[config.mk]
export PLATFORM = sky130hd
export DESIGN_NAME = eul_front
export DESIGN_NICKNAME = d
export VERILOG_FILES = /design/src/rtl/eul_pkg.sv /design/src/rtl/eul_front.sv
export SDC_FILE = /design/constraint.sdc
export NUM_CORES = 1
export LEC_CHECK = 0
export ABC_AREA = 1
export BUFFER_PORTS_ARGS = -buffer_cell sky130_fd_sc_hd__buf_2
export CAP_MARGIN = 20
export CORE_ASPECT_RATIO = 1.4
export CORE_MARGIN = 8
export CORE_UTILIZATION = 56
export DETAILED_ROUTE_END_ITERATION = 10
export PLACE_DENSITY_LB_ADDON = 0.05
export RECOVER_POWER = 25
export SYNTH_ARGS = -nofsm -noshare
export SYNTH_HDL_FRONTEND = slang
export SYNTH_SLANG_ARGS = --single-unit
export TNS_END_PERCENT = 50
[constraint.sdc]
create_clock -name clk -period 5.4 [get_ports clk]
set_input_delay 0.81 -clock clk [delete_from_list [all_inputs] [get_ports clk]]
set_output_delay 0.81 -clock clk [all_outputs]
set_load 0.01 [all_outputs]
[src/rtl/eul_pkg.sv]
// Shared constants and types for the Euler x-y-z rotation matrix core.
`timescale 1ns / 1ps
`default_nettype none

package eul_pkg;

    localparam int ANGLE_W    = 12;
    localparam int OUT_W      = 16;
    localparam int ANGLE_BITS = 12;
    localparam int FRAC_BITS  = 14;

    // quarter-wave sine table: entries 0..QUARTER inclusive
    localparam int QUARTER   = 1 << (ANGLE_BITS - 2);
    localparam int ADDR_W    = ANGLE_BITS - 1;
    localparam int ROM_DEPTH = 1 << ADDR_W;

    localparam int VAL_W  = FRAC_BITS + 2;
    localparam int PROD_W = 2 * FRAC_BITS + 2;
    localparam int SUM_W  = FRAC_BITS + 3;
    localparam int WIDE_W = (SUM_W > OUT_W) ? SUM_W : OUT_W;

    localparam int OQ_DEPTH = 8;
    localparam int OQ_PTR_W = 3;
    localparam int OQ_CNT_W = OQ_PTR_W + 1;

    typedef struct packed {
        logic [ADDR_W-1:0] addr;
        logic              neg;
    } trig_ref_t;

    typedef struct packed {
        trig_ref_t sx;
        trig_ref_t cx;
        trig_ref_t sy;
        trig_ref_t cy;
        trig_ref_t sz;
        trig_ref_t cz;
    } trig_req_t;

    typedef struct packed {
        logic [OUT_W-1:0] r00;
        logic [OUT_W-1:0] r01;
        logic [OUT_W-1:0] r02;
        logic [OUT_W-1:0] r10;
        logic [OUT_W-1:0] r11;
        logic [OUT_W-1:0] r12;
        logic [OUT_W-1:0] r20;
        logic [OUT_W-1:0] r21;
        logic [OUT_W-1:0] r22;
    } result_t;

endpackage

`default_nettype wire

[src/rtl/eul_front.sv]
// Front end: takes angle requests, folds them to table addresses and signs, small queue.
`timescale 1ns / 1ps
`default_nettype none

module eul_front
    import eul_pkg::*;
(
    input  wire logic               clk,
    input  wire logic               rst_n,
    input  wire logic               push,
    output logic                    full,
    input  wire logic [ANGLE_W-1:0] angle_x,
    input  wire logic [ANGLE_W-1:0] angle_y,
    input  wire logic [ANGLE_W-1:0] angle_z,
    output logic                    req_valid,
    output trig_req_t               req,
    input  wire logic               req_take
);

    // quadrant fold: odd quadrants mirror the index, upper half negates
    function automatic trig_ref_t fold(input logic [ANGLE_BITS-1:0] k);
        trig_ref_t         r;
        logic [ADDR_W-1:0] j;
        j      = ADDR_W'(k[ANGLE_BITS-3:0]);
        r.addr = k[ANGLE_BITS-2] ? (ADDR_W'(QUARTER) - j) : j;
        r.neg  = k[ANGLE_BITS-1];
        return r;
    endfunction

    function automatic trig_ref_t fold_cos(input logic [ANGLE_BITS-1:0] k);
        return fold(k + ANGLE_BITS'(QUARTER));
    endfunction

    trig_req_t  entry;
    trig_req_t  q_reg [2];
    logic       wr_ptr_reg, wr_ptr_next;
    logic       rd_ptr_reg, rd_ptr_next;
    logic [1:0] cnt_reg, cnt_next;
    logic       do_push;

    always_comb
    begin
        entry.sx = fold(ANGLE_BITS'(angle_x));
        entry.cx = fold_cos(ANGLE_BITS'(angle_x));
        entry.sy = fold(ANGLE_BITS'(angle_y));
        entry.cy = fold_cos(ANGLE_BITS'(angle_y));
        entry.sz = fold(ANGLE_BITS'(angle_z));
        entry.cz = fold_cos(ANGLE_BITS'(angle_z));
    end

    assign full      = (cnt_reg == 2'd2);
    assign req_valid = (cnt_reg != 2'd0);
    assign req       = q_reg[rd_ptr_reg];
    assign do_push   = push && !full;

    always_comb
    begin
        wr_ptr_next = do_push ? !wr_ptr_reg : wr_ptr_reg;
        rd_ptr_next = req_take ? !rd_ptr_reg : rd_ptr_reg;
        cnt_next    = cnt_reg + {1'b0, do_push} - {1'b0, req_take};
    end

    always_ff @(posedge clk or negedge rst_n)
    begin
        if (!rst_n)
        begin
            wr_ptr_reg <= 1'b0;
            rd_ptr_reg <= 1'b0;
            cnt_reg    <= 2'd0;
        end
        else
        begin
            wr_ptr_reg <= wr_ptr_next;
            rd_ptr_reg <= rd_ptr_next;
            cnt_reg    <= cnt_next;
        end
    end

    always_ff @(posedge clk)
    begin
        if (do_push)
            q_reg[wr_ptr_reg] <= entry;
    end

endmodule

`default_nettype wire

==> impl_metrics.toml, run 1 <==
[run_status]
outcome = "finished, violations left"
violations = "max-capacitance violations, max-slew violations"

[timing]
setup_slack_ns = 1.60
tightest_slew_ns = 1.52
skew_ns = 0.00631
maxSlewHeadroom = -0.0155
tns_ns = 0
min_period_ns = 3.80
maxSlewViolCount = 24
hold_viol = 0
setup_viol = 0
rsz0062_at_grt = "false"
min_period_over_period = 0.704
fmax_mhz = 263

[synth]
synth.top_cells.by_count = "138 x edfxtp_1, 93 x nand2_1, 69 x mux2_2, 45 x o21ai_0, 31 x nand3_1"
synth-edff-count = 138
ys_types = 29
yosysWarnings = 0
ys_seq_area_frac = 0.659
synth.most_common_cell = "edfxtp_1"
ys_seq_elements = 142
post-synth-top-area-cell = "edfxtp_1"
avgSynthCellArea_sq_um = 13.0
synth_area_leaders = "edfxtp_1 64%, mux2_2 12%, nand2_1 5.4%"
async_flop_share = 0.0282
syn-instance-count = 495
syn_nets = 540
yosys.area.top_type_share = 0.644
syn_area_sq_um = 6440
synthFlopType = "edfxtp_1"

[power_and_ir_drop]
power_density_nw_per_um2 = 515
p_clk_frac = 0.317
p_int_mw = 2.83
netSwitchingPower_mw = 1.15
p_leak_nw = 3.02
pwr-share-seq = 0.413
p_sw_frac = 0.289
irDropWorstVdd_mv = 0.427
combPwrFrac = 0.270

[setup_path]
critical_path_buf_inv_count = 3
cpLargestDelayFamily = "buffers and inverters"
crit_path_end_kind = "flip-flop"
rr_worst_depth = 5
arrival_ns = 3.84
worstPathMaxFanout = 36
path_class = "input port to flip-flop"
startpoint_type = "input port"
slowest_delay_ns = 1.18
cp.required_ns = 5.44
crit_slowest_cell = "clkbuf_1"
path_cells = "buf_2, o21ai_0, nor2_1, clkbuf_1, buf_4"
crit_cells = 5

[final_layout]
syn_to_final_growth_pct = 20.1
largest_reg_flops = 138
fin_util = 0.685
drive_gt1_frac = 0.354
antenna-diode-count = 0
nNetsFinal = 656

[routing]
wl_met1_um = 5120
top_layer_used = "met4"
drt-total-wl_um = 13200
viasPerCell = 5.36
routed-wl-met2_um = 7040
initialDrtViolationCount = 180
dr_wl_met3_um = 806
dr.pass1.iters = 4
drc = 0
routedWlPerCell_um = 17.1
drtAntennaViolNets = 0
vias = 4114

[min_path]
hp-class = "input port to async pin"

[cts]
cts_sinks = 142
cts_resized = 0
insertion_delay_ns = 0.41
clockBufferDepth = 2
holdBufCountCts = 0
cts-root-buf = "clkbuf_16"
path_clk_slew_ns = 0.06
cts_buffers = 17
htreeDepth = 4
post_cts_buffers = 0
cts_tree = "built"

[global_routing]
grt_usage = 0.175
grt_pass1_vias = 4249
grt_max_degree = 38
grt_overflow = 0
antenna_found_initial = 0
grt_pass1_wl_um = 20600

[die]
die_area_sq_um = 15200
die_w_um = 107
die_h_um = 143
pin_count = 114
start_util = 0.571
fp-row-count = 46
core-area_sq_um = 11300

[place]
place.gp.congestion = 0.779
dpl.hpwl_um = 8780
dp_slack_ns = 2.50
io_buffers = 113

[job]
maxCapViolCount = 1
## power groups by stage
stage / sequential (mW) / clock, mW / combinational [mW]
2_1_floorplan: 1.61 / 0 / 0.755
3_3_place_gp: 1.66 / 0 / 1.09
3_5_place_dp: 1.67 / 0 / 1.11
4_1_cts: 1.65 / 1.28 / 1.11
5_1_grt: 1.67 / 1.33 / 1.17
6_report: 1.64 / 1.26 / 1.08
## final cells by class
class | count | area, sq um
Clock buffer | 18 | 429
Inverter | 31 | 116
Sequential cell | 142 | 4250
Multi-Input combinational cell | 302 | 1960
Clock inverter | 14 | 216
Timing Repair Buffer | 117 | 579
Fill cell | 856 | 3550
Tap cell | 144 | 180
## final timing paths
kind	start	end	slack (ns)
max	push	q_reg[1][60]$_DFFE_PP_	1.60
min	rst_n	cnt_reg[1]$_DFF_PN0_	0.22
max reg2reg	cnt_reg[1]$_DFF_PN0_	q_reg[1][60]$_DFFE_PP_	1.60
min reg2reg	cnt_reg[0]$_DFF_PN0_	cnt_reg[0]$_DFF_PN0_	0.54
max in group asynchronous	rst_n	rd_ptr_reg$_DFFE_PN0P_	4.97
min in group clk	cnt_reg[0]$_DFF_PN0_	cnt_reg[0]$_DFF_PN0_	0.54
## placed cells by master (no fill, tap or decap), types with 4 or more instances in the layout
cell type    n
buf_2      103
bufinv_16    5
clkbuf_1    12
clkbuf_16   17
edfxtp_1   138
ha_1         5
inv_1       29
mux2_2      69
nand2_1     93
nand3_1     31
nor2_1      18
nor2_2       4
nor3_1       4
o21ai_0     46
xor2_1      14
## kinds of logic after synthesis
group / Yosys count / share of synthesized area
compound gates: 47 / 0.0371
xor+xnor: 16 / 0.0218
fa+ha+maj: 5 / 0.00972
buf+inv: 51 / 0.0344
flops: 142 / 0.659
mux: 69 / 0.121
simple gates: 165 / 0.117
## stage by stage
stage | total power, mW | hold slack [ns] | instance area (sq um) | std cells
6_report | 3.98 | 0.221 | 7730 | 768
4_1_cts | 4.04 | 0.179 | 7760 | 767
5_1_grt | 4.17 | 0.227 | 7730 | 768
3_5_place_dp | 2.78 | 0.570 | 7120 | 735
3_3_place_gp | 2.75 | 0.550 | 7120 | 735
2_1_floorplan | 2.37 | 0.514 | 6440 | 495
## routing by layer
metal / up-vias / track usage
met5: - / 0
met2: 125 / 0.311
met3: 15 / 0.0568
li1: 2000 / -
met4: 0 / 0.0639
met1: 1974 / 0.188
No activity file was read; power rests on OpenSTA's default activity.
==> run 2, diff against run 1 <==
clock period = 3.5 ns   (was 5.4 ns; I/O delays follow)
==> impl_metrics.toml, run 2 (same netlist as run 1, synthesis figures left out) <==
[routing]
viasPerCell = 5.26
drt-total-wl_um = 12700
routedWlPerCell_um = 16.5
dr.pass1.iters = 4
drtAntennaViolNets = 0
drc = 0
vias = 4050
initialDrtViolationCount = 210

[cts]
insertion_delay_ns = 0.40
cts_tree = "built"
cts_sinks = 142
cts_resized = 0
cts-root-buf = "clkbuf_16"
path_clk_slew_ns = 0.06
htreeDepth = 4
clockBufferDepth = 2
cts_buffers = 17

[power_and_ir_drop]
irDropWorstVdd_mv = 0.473
p_sw_frac = 0.311
combPwrFrac = 0.305
p_leak_nw = 3.00
p_int_mw = 4.07
netSwitchingPower_mw = 1.84
p_clk_frac = 0.280
pwr-share-seq = 0.414
power_density_nw_per_um2 = 768

[final_layout]
drive_gt1_frac = 0.355
layout_common_cells = "138 x edfxtp_1, 103 x buf_2, 94 x nand2_1"
nNetsFinal = 658
final_common_cell = "edfxtp_1"
syn_to_final_growth_pct = 19.5
largest_reg_flops = 138
fin_util = 0.682
multi_input_area_sq_um = 1960
fin_cells = 770
fin_area_sq_um = 7690
fillers = 870
area.sequential_sq_um = 4240
antenna-diode-count = 0

[setup_path]
reg2reg_from = "cnt_reg[1]$_DFF_PN0_"
cp.required_ns = 2.97
path_class = "flip-flop to output pin"
worst_r2r_endpoint = "q_reg[0][16]$_DFFE_PP_"
arrival_ns = 1.82
r2r_setup_slack_ns = 1.32
startpoint_type = "flip-flop"
crit_path_end_kind = "output pin"
rr_worst_depth = 4
worstPathMaxFanout = 32

[timing]
setup_slack_ns = 1.15
tightest_slew_ns = 0.902
setup_viol = 0
fmax_mhz = 426
maxSlewHeadroom = 0.399
min_period_ns = 2.35
rsz0062_at_grt = "false"
hold_viol = 0
skew_ns = 0.00471
maxSlewViolCount = 0
tns_ns = 0
min_period_over_period = 0.671

[global_routing]
grt_usage = 0.173
grt_max_degree = 46
grt_pass1_wl_um = 20600
grt_overflow = 0
grt_pass1_vias = 4265
antenna_found_initial = 0

[place]
place.gp.congestion = 0.826
io_buffers = 113
place_area_sq_um = 7170
place_inst = 737
dpl.hpwl_um = 8820
dp_slack_ns = 1.43

[die]
die_area_sq_um = 15200
die_h_um = 143
start_util = 0.571
die_w_um = 107
core-area_sq_um = 11300
pin_count = 114
fp-row-count = 46

[run_status]
outcome = "finished clean"

[min_path]
min_path_cells = 2
worstHoldStart = "req_take"
hp-class = "input port to flip-flop"
holdPathEnd = "rd_ptr_reg$_DFFE_PN0P_"

[job]
maxCapViolCount = 0
-- run 2: changes by cell type in the layout (fill, tap and decap cells not counted), moves of 2 or more --
cell       previous run  this run
inv_6                 1         4
bufinv_16             5         0
buf_12                0         3
inv_8                 0         3
clkbuf_1             12        10
-- run 2: per-layer routing --
layer / share of wire / vias to the layer above / global-route usage
met5: 0 / - / 0
met4: 0.012 / 0 / 0.0632
met3: 0.064 / 10 / 0.0622
met2: 0.54 / 102 / 0.304
met1: 0.39 / 1935 / 0.186
li1: - / 2003 / -
-- run 2: worst max-delay path by stage --
stage	cells after the start	from	slack [ns]	endpoint
after floorplan	2	push	-0.48	q_reg[0][0]$_DFFE_PP_
after global placement	4	push	1.45	q_reg[0][61]$_DFFE_PP_
after detailed placement	4	push	1.43	q_reg[0][55]$_DFFE_PP_
after CTS	3	rd_ptr_reg$_DFFE_PN0P_	1.16	req[53]
after global routing	3	rd_ptr_reg$_DFFE_PN0P_	1.04	req[6]
final	3	rd_ptr_reg$_DFFE_PN0P_	1.15	req[63]
-- run 2: what timing repair did --
item                                   CTS  global route
hold buffers                             1             0
buffers inserted                         0             0
endpoints found under the hold margin    4             0
-- run 2: area by class of cell --
class                           instances  area share
Clock buffer                           17      0.0553
Clock inverter                         15      0.0169
Inverter                               31      0.0151
Multi-Input combinational cell        302       0.255
Sequential cell                       142       0.552
Tap cell                              144      0.0234
Timing Repair Buffer                  119      0.0829
-- run 2: per-stage QoR --
| step | hold WS [ns] | power [mW] |
|---|---|---|
| after detailed placement | 0.339 | 4.34 |
| after floorplan | 0.229 | 3.65 |
| after CTS | 0.303 | 6.00 |
| after global routing | 0.298 | 6.22 |
| after global placement | 0.335 | 4.30 |
| final | 0.322 | 5.91 |
-- run 2: worst max-delay path: stages (launching register included) --
cell and delay [ns]:
dfrtp_1 0.43, buf_4 0.43, mux2_2 0.41, buf_2 0.15
-- run 2: power groups by stage --
stage,registers (mW),logic [mW],clock network (mW)
finish,2.45,1.80,1.66
global route,2.48,1.97,1.76
CTS,2.45,1.86,1.69
detailed placement,2.49,1.85,0
global placement,2.46,1.83,0
floorplan,2.49,1.17,0
